===== src/rtl/core/lrpw_pkg.sv =====
package lrpw_pkg;

    localparam int CFG_DATA_BITS  = 48;
    localparam int CFG_INDEX_BITS = 3;

    localparam logic [CFG_INDEX_BITS-1:0] REG_BASE_ADDRESS   = 3'd0;
    localparam logic [CFG_INDEX_BITS-1:0] REG_SCREEN_WIDTH   = 3'd1;
    localparam logic [CFG_INDEX_BITS-1:0] REG_SCREEN_HEIGHT  = 3'd2;
    localparam logic [CFG_INDEX_BITS-1:0] REG_ROW_PITCH      = 3'd3;
    localparam logic [CFG_INDEX_BITS-1:0] REG_BITS_PER_PIXEL = 3'd4;

    localparam logic CMD_START = 1'b0;
    localparam logic CMD_STEP  = 1'b1;

    localparam logic [5:0]  BPP_32       = 6'd32;
    localparam logic [5:0]  BPP_24       = 6'd24;
    localparam logic [2:0]  BYTES_WORD   = 3'd4;
    localparam logic [2:0]  BYTES_TRIPLE = 3'd3;
    localparam logic [2:0]  BYTES_NONE   = 3'd0;
    localparam logic [31:0] COLOR_24_MASK = 32'h00FF_FFFF;

    // One pixel handed from the line engine to the writer.
    typedef struct packed {
        logic        active;  // pixel of a line in progress
        logic        done;
        logic [15:0] x;
        logic [15:0] y;
        logic [31:0] color;
    } pixel_word_t;

endpackage


===== src/rtl/core/line_rasterizer_pixel_writer.sv =====
// Bresenham line engine with framebuffer pixel writer. A start word latches
// both endpoints and the color and yields the first pixel; each step word yields
// the next one. Every accepted word gives exactly one result word, one word per
// clock sustained while in_stall is low; the line engine computes position and
// error term combinationally, so back-to-back steps never wait on it. A result
// is registered first in the two-entry queue between the line engine and the
// address unit, at the accepting edge, then in the output register once output
// stall lets the queue entry go. The address unit forms base + y*pitch + x*bytes
// with one multiply of y by the 16-bit pitch, ahead of the output register.
// in_stall rises only when the queue is full, which output stall alone causes.
// Configuration writes belong to idle periods.
module line_rasterizer_pixel_writer
    import lrpw_pkg::*;
#(
    parameter int MAX_DIM   = 4096,
    parameter int ADDR_BITS = 48
)
(
    input  logic                      clk,
    input  logic                      rst_n,
    input  logic                      cfg_write,
    input  logic [CFG_INDEX_BITS-1:0] cfg_index,
    input  logic [CFG_DATA_BITS-1:0]  cfg_data,
    input  logic                      in_valid,
    output logic                      in_stall,
    input  logic                      command,
    input  logic signed [15:0]        start_x,
    input  logic signed [15:0]        start_y,
    input  logic signed [15:0]        end_x,
    input  logic signed [15:0]        end_y,
    input  logic [31:0]               color,
    output logic                      out_valid,
    input  logic                      out_stall,
    output logic                      write_enable,
    output logic [ADDR_BITS-1:0]      byte_address,
    output logic [31:0]               pixel_data,
    output logic [2:0]                byte_count,
    output logic                      pixel_valid,
    output logic                      line_done
);

    pixel_word_t front_word, head_word;
    logic        q_full, q_not_empty;
    logic        accept, take;
    logic        out_valid_reg, out_valid_next;

    assign in_stall = q_full;
    assign accept   = in_valid && !q_full;
    assign take     = q_not_empty && (!out_valid_reg || !out_stall);

    lrpw_front u_front (
        .clk     (clk),
        .rst_n   (rst_n),
        .accept  (accept),
        .command (command),
        .start_x (start_x),
        .start_y (start_y),
        .end_x   (end_x),
        .end_y   (end_y),
        .color   (color),
        .word    (front_word)
    );

    lrpw_queue u_queue (
        .clk       (clk),
        .rst_n     (rst_n),
        .push      (accept),
        .push_word (front_word),
        .pop       (take),
        .full      (q_full),
        .not_empty (q_not_empty),
        .head_word (head_word)
    );

    lrpw_back #(
        .MAX_DIM   (MAX_DIM),
        .ADDR_BITS (ADDR_BITS)
    ) u_back (
        .clk          (clk),
        .rst_n        (rst_n),
        .cfg_write    (cfg_write),
        .cfg_index    (cfg_index),
        .cfg_data     (cfg_data),
        .take         (take),
        .word         (head_word),
        .write_enable (write_enable),
        .byte_address (byte_address),
        .pixel_data   (pixel_data),
        .byte_count   (byte_count),
        .pixel_valid  (pixel_valid),
        .line_done    (line_done)
    );

    always_comb
    begin
        out_valid_next = out_valid_reg;
        if (take)
            out_valid_next = 1'b1;
        else if (!out_stall)
            out_valid_next = 1'b0;
    end

    always_ff @(posedge clk or negedge rst_n)
    begin
        if (!rst_n)
            out_valid_reg <= 1'b0;
        else
            out_valid_reg <= out_valid_next;
    end

    assign out_valid = out_valid_reg;

endmodule


===== src/rtl/core/lrpw_front.sv =====
module lrpw_front
    import lrpw_pkg::*;
(
    input  logic               clk,
    input  logic               rst_n,
    input  logic               accept,
    input  logic               command,
    input  logic signed [15:0] start_x,
    input  logic signed [15:0] start_y,
    input  logic signed [15:0] end_x,
    input  logic signed [15:0] end_y,
    input  logic [31:0]        color,
    output pixel_word_t        word
);

    logic [15:0] cur_x_reg, cur_x_next;
    logic [15:0] cur_y_reg, cur_y_next;
    logic [15:0] tgt_x_reg, tgt_x_next;
    logic [15:0] tgt_y_reg, tgt_y_next;
    logic [15:0] dx_reg, dx_next;
    logic [15:0] dy_reg, dy_next;
    logic [1:0]  signs_reg, signs_next;
    logic [17:0] err_reg, err_next;
    logic [31:0] color_reg, color_next;
    logic        active_reg, active_next;

    logic signed [16:0] diff_x, diff_y;
    logic [15:0]        mag_x, mag_y;
    logic signed [18:0] e_ext, dx_ext, dy_ext, err_sum;
    logic               step_x, step_y, done;

    always_comb
    begin
        diff_x = 17'(end_x) - 17'(start_x);
        diff_y = 17'(end_y) - 17'(start_y);
        mag_x  = diff_x[16] ? 16'(-diff_x) : diff_x[15:0];
        mag_y  = diff_y[16] ? 16'(-diff_y) : diff_y[15:0];

        e_ext   = 19'(signed'(err_reg));
        dx_ext  = signed'({3'b000, dx_reg});
        dy_ext  = signed'({3'b000, dy_reg});
        step_x  = e_ext > -dx_ext;
        step_y  = e_ext < dy_ext;
        err_sum = e_ext + (step_y ? dx_ext : 19'sd0) - (step_x ? dy_ext : 19'sd0);

        cur_x_next  = cur_x_reg;
        cur_y_next  = cur_y_reg;
        tgt_x_next  = tgt_x_reg;
        tgt_y_next  = tgt_y_reg;
        dx_next     = dx_reg;
        dy_next     = dy_reg;
        signs_next  = signs_reg;
        err_next    = err_reg;
        color_next  = color_reg;

        if (command == CMD_START)
        begin
            cur_x_next = start_x;
            cur_y_next = start_y;
            tgt_x_next = end_x;
            tgt_y_next = end_y;
            dx_next    = mag_x;
            dy_next    = mag_y;
            signs_next = {!(start_y < end_y), !(start_x < end_x)};
            // initial error: dx/2 or -(dy/2), truncated toward zero
            err_next   = (mag_x > mag_y) ? {3'b000, mag_x[15:1]}
                                         : 18'(-{3'b000, mag_y[15:1]});
            color_next = color;
        end
        else if (active_reg)
        begin
            if (step_x)
                cur_x_next = signs_reg[0] ? cur_x_reg - 16'd1 : cur_x_reg + 16'd1;
            if (step_y)
                cur_y_next = signs_reg[1] ? cur_y_reg - 16'd1 : cur_y_reg + 16'd1;
            err_next = err_sum[17:0];
        end

        done        = (cur_x_next == tgt_x_next) && (cur_y_next == tgt_y_next);
        active_next = active_reg;
        if (command == CMD_START || active_reg)
            active_next = !done;

        word.active = (command == CMD_START) || active_reg;
        word.done   = word.active && done;
        word.x      = cur_x_next;
        word.y      = cur_y_next;
        word.color  = color_next;
    end

    always_ff @(posedge clk or negedge rst_n)
    begin
        if (!rst_n)
        begin
            cur_x_reg  <= '0;
            cur_y_reg  <= '0;
            tgt_x_reg  <= '0;
            tgt_y_reg  <= '0;
            dx_reg     <= '0;
            dy_reg     <= '0;
            signs_reg  <= '0;
            err_reg    <= '0;
            color_reg  <= '0;
            active_reg <= 1'b0;
        end
        else if (accept)
        begin
            cur_x_reg  <= cur_x_next;
            cur_y_reg  <= cur_y_next;
            tgt_x_reg  <= tgt_x_next;
            tgt_y_reg  <= tgt_y_next;
            dx_reg     <= dx_next;
            dy_reg     <= dy_next;
            signs_reg  <= signs_next;
            err_reg    <= err_next;
            color_reg  <= color_next;
            active_reg <= active_next;
        end
    end

endmodule


===== src/rtl/core/lrpw_queue.sv =====
module lrpw_queue
    import lrpw_pkg::*;
(
    input  logic        clk,
    input  logic        rst_n,
    input  logic        push,
    input  pixel_word_t push_word,
    input  logic        pop,
    output logic        full,
    output logic        not_empty,
    output pixel_word_t head_word
);

    pixel_word_t entry_reg [2];
    logic        wr_ptr_reg, wr_ptr_next;
    logic        rd_ptr_reg, rd_ptr_next;
    logic [1:0]  count_reg, count_next;

    assign full      = count_reg == 2'd2;
    assign not_empty = count_reg != 2'd0;
    assign head_word = entry_reg[rd_ptr_reg];

    always_comb
    begin
        wr_ptr_next = push ? !wr_ptr_reg : wr_ptr_reg;
        rd_ptr_next = pop ? !rd_ptr_reg : rd_ptr_reg;
        count_next  = count_reg + 2'(push) - 2'(pop);
    end

    always_ff @(posedge clk)
    begin
        if (push)
            entry_reg[wr_ptr_reg] <= push_word;
    end

    always_ff @(posedge clk or negedge rst_n)
    begin
        if (!rst_n)
        begin
            wr_ptr_reg <= 1'b0;
            rd_ptr_reg <= 1'b0;
            count_reg  <= 2'd0;
        end
        else
        begin
            wr_ptr_reg <= wr_ptr_next;
            rd_ptr_reg <= rd_ptr_next;
            count_reg  <= count_next;
        end
    end

endmodule


===== src/rtl/core/lrpw_back.sv =====
module lrpw_back
    import lrpw_pkg::*;
#(
    parameter int MAX_DIM   = 4096,
    parameter int ADDR_BITS = 48
)
(
    input  logic                      clk,
    input  logic                      rst_n,
    input  logic                      cfg_write,
    input  logic [CFG_INDEX_BITS-1:0] cfg_index,
    input  logic [CFG_DATA_BITS-1:0]  cfg_data,
    input  logic                      take,
    input  pixel_word_t               word,
    output logic                      write_enable,
    output logic [ADDR_BITS-1:0]      byte_address,
    output logic [31:0]               pixel_data,
    output logic [2:0]                byte_count,
    output logic                      pixel_valid,
    output logic                      line_done
);

    localparam int CW    = $clog2(MAX_DIM + 1);
    localparam int PROD_W = CW + 16;
    localparam int SUM_W = (ADDR_BITS > PROD_W + 1) ? ADDR_BITS : PROD_W + 1;
    localparam logic [15:0] DIM_LIM = 16'(MAX_DIM);

    logic [ADDR_BITS-1:0] base_reg;
    logic [12:0]          width_reg;
    logic [12:0]          height_reg;
    logic [15:0]          pitch_reg;
    logic [5:0]           bpp_reg;

    logic                 we_reg;
    logic [ADDR_BITS-1:0] addr_reg;
    logic [31:0]          data_reg;
    logic [2:0]           count_reg;
    logic                 valid_reg;
    logic                 done_reg;

    logic [15:0]          w_eff, h_eff;
    logic                 on_screen, we_next;
    logic [2:0]           bytes;
    logic [31:0]          data_sel;
    logic [PROD_W-1:0]    row_off;
    logic [CW+1:0]        col_off;
    logic [SUM_W-1:0]     addr_sum;

    always_ff @(posedge clk or negedge rst_n)
    begin
        if (!rst_n)
        begin
            base_reg   <= '0;
            width_reg  <= '0;
            height_reg <= '0;
            pitch_reg  <= '0;
            bpp_reg    <= BPP_32;
        end
        else if (cfg_write)
        begin
            unique case (cfg_index)
                REG_BASE_ADDRESS:   base_reg   <= ADDR_BITS'(cfg_data);
                REG_SCREEN_WIDTH:   width_reg  <= cfg_data[12:0];
                REG_SCREEN_HEIGHT:  height_reg <= cfg_data[12:0];
                REG_ROW_PITCH:      pitch_reg  <= cfg_data[15:0];
                REG_BITS_PER_PIXEL: bpp_reg    <= cfg_data[5:0];
                default: ;
            endcase
        end
    end

    always_comb
    begin
        w_eff = ({3'b000, width_reg} > DIM_LIM) ? DIM_LIM : {3'b000, width_reg};
        h_eff = ({3'b000, height_reg} > DIM_LIM) ? DIM_LIM : {3'b000, height_reg};
        on_screen = !word.x[15] && !word.y[15] &&
                    ({1'b0, word.x[14:0]} < w_eff) && ({1'b0, word.y[14:0]} < h_eff);

        if (bpp_reg == BPP_32)
        begin
            bytes    = BYTES_WORD;
            data_sel = word.color;
        end
        else if (bpp_reg == BPP_24)
        begin
            bytes    = BYTES_TRIPLE;
            data_sel = word.color & COLOR_24_MASK;
        end
        else
        begin
            bytes    = BYTES_NONE;
            data_sel = '0;
        end

        we_next = word.active && on_screen && (bytes != BYTES_NONE);

        // x and y are below MAX_DIM whenever the write goes out
        row_off = PROD_W'(word.y[CW-1:0]) * PROD_W'(pitch_reg);
        col_off = (bpp_reg == BPP_32) ? {word.x[CW-1:0], 2'b00}
                                      : {1'b0, word.x[CW-1:0], 1'b0} + (CW+2)'(word.x[CW-1:0]);
        addr_sum = SUM_W'(base_reg) + SUM_W'(row_off) + SUM_W'(col_off);
    end

    always_ff @(posedge clk)
    begin
        if (take)
        begin
            we_reg    <= we_next;
            addr_reg  <= we_next ? addr_sum[ADDR_BITS-1:0] : '0;
            data_reg  <= we_next ? data_sel : '0;
            count_reg <= we_next ? bytes : BYTES_NONE;
            valid_reg <= word.active;
            done_reg  <= word.done;
        end
    end

    assign write_enable = we_reg;
    assign byte_address = addr_reg;
    assign pixel_data   = data_reg;
    assign byte_count   = count_reg;
    assign pixel_valid  = valid_reg;
    assign line_done    = done_reg;

endmodule


===== config.mk =====
export PLATFORM = sky130hd
export DESIGN_NAME = line_rasterizer_pixel_writer
export DESIGN_NICKNAME = d
export VERILOG_FILES = /design/src/rtl/core/lrpw_pkg.sv /design/src/rtl/core/line_rasterizer_pixel_writer.sv /design/src/rtl/core/lrpw_front.sv /design/src/rtl/core/lrpw_queue.sv /design/src/rtl/core/lrpw_back.sv
export SDC_FILE = /design/constraint.sdc
export NUM_CORES = 2
export LEC_CHECK = 0
export ABC_AREA = 1
export CORE_UTILIZATION = 57
export CTS_CLUSTER_DIAMETER = 100
export DETAILED_ROUTE_END_ITERATION = 8
export DONT_BUFFER_PORTS = 1
export HOLD_SLACK_MARGIN = 0.08
export PLACE_DENSITY = 0.8
export SETUP_SLACK_MARGIN = 0.2
export SLEW_MARGIN = 25
export SYNTH_ARGS = -nofsm -noshare
export SYNTH_HDL_FRONTEND = slang
export SYNTH_SLANG_ARGS = --single-unit

===== constraint.sdc =====
create_clock -name clk -period 9.3 [get_ports clk]
set_clock_uncertainty 0.2 [all_clocks]
set_input_delay 1.86 -clock clk [delete_from_list [all_inputs] [get_ports clk]]
set_output_delay 1.86 -clock clk [all_outputs]
set_load 0.02 [all_outputs]

After elaboration in Yosys (flattened, before gate mapping)
Memories as Yosys holds them, arrays and structs flattened.
Index checks and enable logic that the tools add are counted.

cells by class
  reductions and logical operators = 32
  add/subtract/negate cells = 17
  multipliers = 1
  magnitude comparators = 9
  equal/unequal tests = 11
  bitwise logic cells = 1
  muxes and demuxes = 29

operators by type and width
  kind                   number
  $mux 16                14
  $mux 32                2
  $mux 18                3
  $add 48x15->48         1
  $add 48x29->48         1
  $sub 16x16->17         2
  $add 16x1->16 const B  2
  $eq 16x16->1           2
  $lt 15x16->1           2
  $lt 16x16->1           2
  $neg 16->16            2
  $sub 16x1->16 const B  2
  $mul 13x16->29         1
  $gt 13x13->1 const B   2
  $mux 13                2
  $mux 24                1
  $gt 18x19->1           1
  $neg 16->19            1
  $add 18x17->18         1
  $lt 18x17->1           1
  $neg 15->18            1
  $sub 18x18->18         1
  $gt 16x16->1           1
  $reduce_and 2->1       8
  other kinds (21)       44

word-level totals
  output and inout bits = 88
  memories kept = 1
  memory bits (writable) = 132
  register bits after elaboration = 336
  word-level logic and storage cells = 126
  bits of input ports = 153

memories
  memory             words  bits a word  read ports  clocked after Yosys merged registers in  write ports  line              source
  u_queue.entry_reg  2      66           1           0                                        1            lrpw_queue.sv:14  pixel_word_t entry_reg [2];

Depth between registers and ports, before layout
  depth in word-level cells = 8
  gate-level depth with buffers = 42

Modules after synthesis
A second synthesis with hierarchy kept.

unflattened totals
  cells, all modules = 5,011
  area, all modules = 38,542.0 sq um

by module, submodules not included
  module                        instances  cells each  area an instance (sq um)
  lrpw_back                     1          2,190       17,724.5
  lrpw_front                    1          2,445       15,643.8
  lrpw_queue                    1          369         5,121.2
  line_rasterizer_pixel_writer  1          7           52.6

Worst setup path before layout
OpenSTA, ideal clock, no wires.

  path type = register to register
  from = reg u_queue.rd_ptr_reg
  to = reg u_back.addr_reg[36] (netlist: u_back.byte_address[36]), data pin
  data arrival time = 7.592 ns
  required time = 8.847 ns
  setup slack = 1.255 ns
  clock period less this slack = 8.045 ns
  setup time = 0.253 ns
  cell stages (with the launch flop) = 41
  cells stage by stage = dfrtp_1 buf_2 inv_2 clkbuf_1 or2_2 o21ai_0 inv_1 ha_1 inv_1 fa_1 o21ai_0 a21oi_1 nor2_1 nor2_1 o21bai_1 a21oi_1 nor2_1 nor2_1 (+5 left out) fa_1 inv_1 fa_1 fa_1 fa_1 inv_1 ha_1 nand2_1 inv_1 nand2_1 nand2_1 nand3_1 nand2_1 inv_1 o21ai_1 nand4_1 nor2_1 nor2_1

on the way
  cells in the longest elaborated chain, start to end = 7

RTL lines
  element                                                                 line              source
  start: declaration                                                      lrpw_queue.sv:16  logic rd_ptr_reg, rd_ptr_next;
  start signal: assignment                                                lrpw_queue.sv:47  rd_ptr_reg <= rd_ptr_next;
  $mem_v2 2x66 (*)                                                        -
  parallel branches: the longest is 6 deep, another holds $add 48x29->48  -
  end signal: assignment                                                  lrpw_back.sv:109  addr_reg <= we_next ? addr_sum[ADDR_BITS-1:0] : '0;
  end: declaration                                                        lrpw_back.sv:35   logic [ADDR_BITS-1:0] addr_reg;

Every way passes the cells marked *.
A chain may end at the register's enable or synchronous reset.

Worst setup path after layout
  from = reg u_queue.rd_ptr_reg
  to = reg u_back.addr_reg[29] (netlist: u_back.byte_address[29]), data pin

The elaborated chain is that of the path after synthesis.

==> results.toml <==
[die]
initial_core_util_pct = 57.8
core_um2 = 63100
die_h_um = 255
ios = 241
dieArea_um2 = 65000
die_x_um = 255
rows = 92

[sta]
fin_tns_setup_ps = 0
worst_slack_ps = 768
fin_crit_sh_pct = 91.7
fmax_ghz = 0.117
tightest_slew_ps = 1070
maxSlewHeadroom_pct = 28.4
setup_viol = 0
period_minus_slack_ps = 8530
grt_setup_unrepaired = "false"
final-hold-violation-count = 0
drv_slew = 0

[worst_setup_path]
required_ps = 9440
startpoint = "u_queue.rd_ptr_reg"
r2r_slack_ps = 770
worstSetupPathType = "reg -> reg"
crit_fanout = 25
worst_r2r_path_depth = 33
worstReg2RegEnd = "u_back.byte_address[29]"
reg2reg_from = "u_queue.rd_ptr_reg"
cp_slowest_stage_delay_ps = 630
path_buf_inv = 5
cp.depth = 33
cp-endpoint = "u_back.byte_address[29]"
critical-path-slowest-cell = "dfrtp_2"
path_common_cell = "fa_1"
arrival_ps = 8670
end_kind = "flop"
cpLargestDelayFamily = "adder cells"
crit_path_start_kind = "flop"

[place]
place_area_um2 = 37200
port_buffers = 0
gp_congestion = 0.980
hpwl_mm = 77.8
dp_slack_ps = 541

[clocking]
clock-sinks = 467
cts_tree = "done"
htreeDepth = 2
cts-hold-fix-buffers = 0
root_buffer = "clkbuf_16"
cts_made_buffers = 53
clk_pin_slew_ps = 70
insertion_delay_ps = 630
clock_path_buffers = 3

[synthesis]
syn_avg_cell_area_um2 = 8.03
synthArstFlopShare_pct = 53.5
syn-num-nets = 5175
ys_warn_count = 0
yosysSeqAreaShare_pct = 35.0
synth.most_common_cell = "nand2_1"
ys_types = 59
synth_top_area_share_pct = 17.9
netlist_top_cells_count = "1224 x nand2_1, 688 x inv_1, 377 x nor2_1, 339 x o21ai_0, 267 x ha_1"
netlist_area_um2 = 36500
synth_cells = 4539
synth-seq-cells = 467
ys_top_cells_by_area = "edfxtp_1 18%, dfrtp_1 17%, nand2_1 13%"
synth_edf_count = 217
yosys.area.top_type = "edfxtp_1"
synthFlopType = "dfrtp_1"

[detailed_routing]
drc = 0
vias = 30600
routed_wl_mm = 103
ant_nets = 0
drtIter0Drc = 2631
via_per_inst = 5.69
dr.pass1.iters = 6
wire_per_inst_um = 19.2

[final_layout]
syn_to_final_growth_pct = 7.08
post-route-util_pct = 61.9
largest_reg_flops = 132
final_area_um2 = 39000
fillers = 5484
final_nets = 5114
drive_above_1_share_pct = 5.53

[status]
status = "finished clean"

[global_route]
grt-ovfl-total = 0
grt_pass1_wl_mm = 162
grt_usage_pct = 32.2
grt_pass1_vias = 29700
grt_max_degree = 251
antenna_found_initial = 3

[min_path]
hold_path_class = "reg -> reg"

[run]
cap_violations = 0
-- tightest hold or removal path: stages, from the launching register on --
cell	delay, ps
dfrtp_1	340
nand2_1	50
o21ai_0	60
-- cells in the final DEF, fill, tap and decap left out, types with 162 or more instances in the layout --
cell / synthesis / final
a21oi_1: 214 / 214
dfrtp_1: 249 / 248
inv_1: 688 / 685
nor2_1: 377 / 374
edfxtp_1: 217 / 217
nand2_1: 1224 / 1223
ha_1: 267 / 267
o21ai_0: 339 / 333
nand3_1: 165 / 162
fa_1: 216 / 216
-- layer usage --
metal  vias to the layer above  share of wire (%)  GRT usage, %
li1                      14400                  -             -
met1                     14600                 40          42.2
met2                      1338                 46          51.8
met3                       288                8.5          5.70
met4                         2                5.2          15.6
met5                         -              0.014             0
-- per-stage QoR --
step | std cells | hold WS [ps]
after detailed placement | 5269 | 266
after CTS | 5368 | 281
final | 5369 | 281
after global placement | 5269 | 260
after floorplan | 4539 | 246
after global routing | 5368 | 310
-- worst min-delay path by stage --
stage,from,endpoint,slack (ps),depth (start not counted)
global route,u_front.tgt_y_reg[8],u_front.tgt_y_reg[8],310,2
finish,u_front.tgt_y_reg[2],u_front.tgt_y_reg[2],280,2
detailed placement,u_front.tgt_x_reg[11],u_front.tgt_x_reg[11],270,2
floorplan,u_front.tgt_x_reg[0],u_front.tgt_x_reg[0],250,2
global placement,u_front.tgt_y_reg[12],u_front.tgt_y_reg[12],260,2
CTS,u_front.tgt_x_reg[11],u_front.tgt_x_reg[11],280,2
-- repair_timing --
action / 4_1_cts / 5_1_grt
endpoints found under the setup margin: 0 / 19
buffers inserted: 0 / 0
gates resized for setup: 0 / 8
-- layout make-up --
type | count | area (um2) | share of cell area, %
inverters | 697 | 2620 | 6.71
clock buffers | 70 | 1500 | 3.85
flip-flops and latches | 467 | 12800 | 32.7
well taps | 846 | 1060 | 2.71
repair buffers | 17 | 135 | 0.346
multi-input cells | 3242 | 20600 | 52.8
clock inverters | 29 | 339 | 0.869
diodes | 1 | 2.50 | 0.00641
-- cells by family (layout without fill, tap and decap cells) --
kind of cell | Yosys count | in the layout | synth area share [%]
AO/OA/AOI/OAI | 644 | 644 | 9.45
XOR/XNOR | 105 | 105 | 2.54
adder cells (fa/ha/maj) | 483 | 483 | 21.0
buffers and inverters | 830 | 813 | 8.64
flip-flops | 467 | 467 | 35.0
multiplexers | 14 | 14 | 0.432
other | 0 | 1 | 0
AND/OR/NAND/NOR | 1996 | 1996 | 22.9
Power is left out: the tool's default activity adds up to more than one toggle a clock period on the data nets, which glitch-free logic cannot reach.
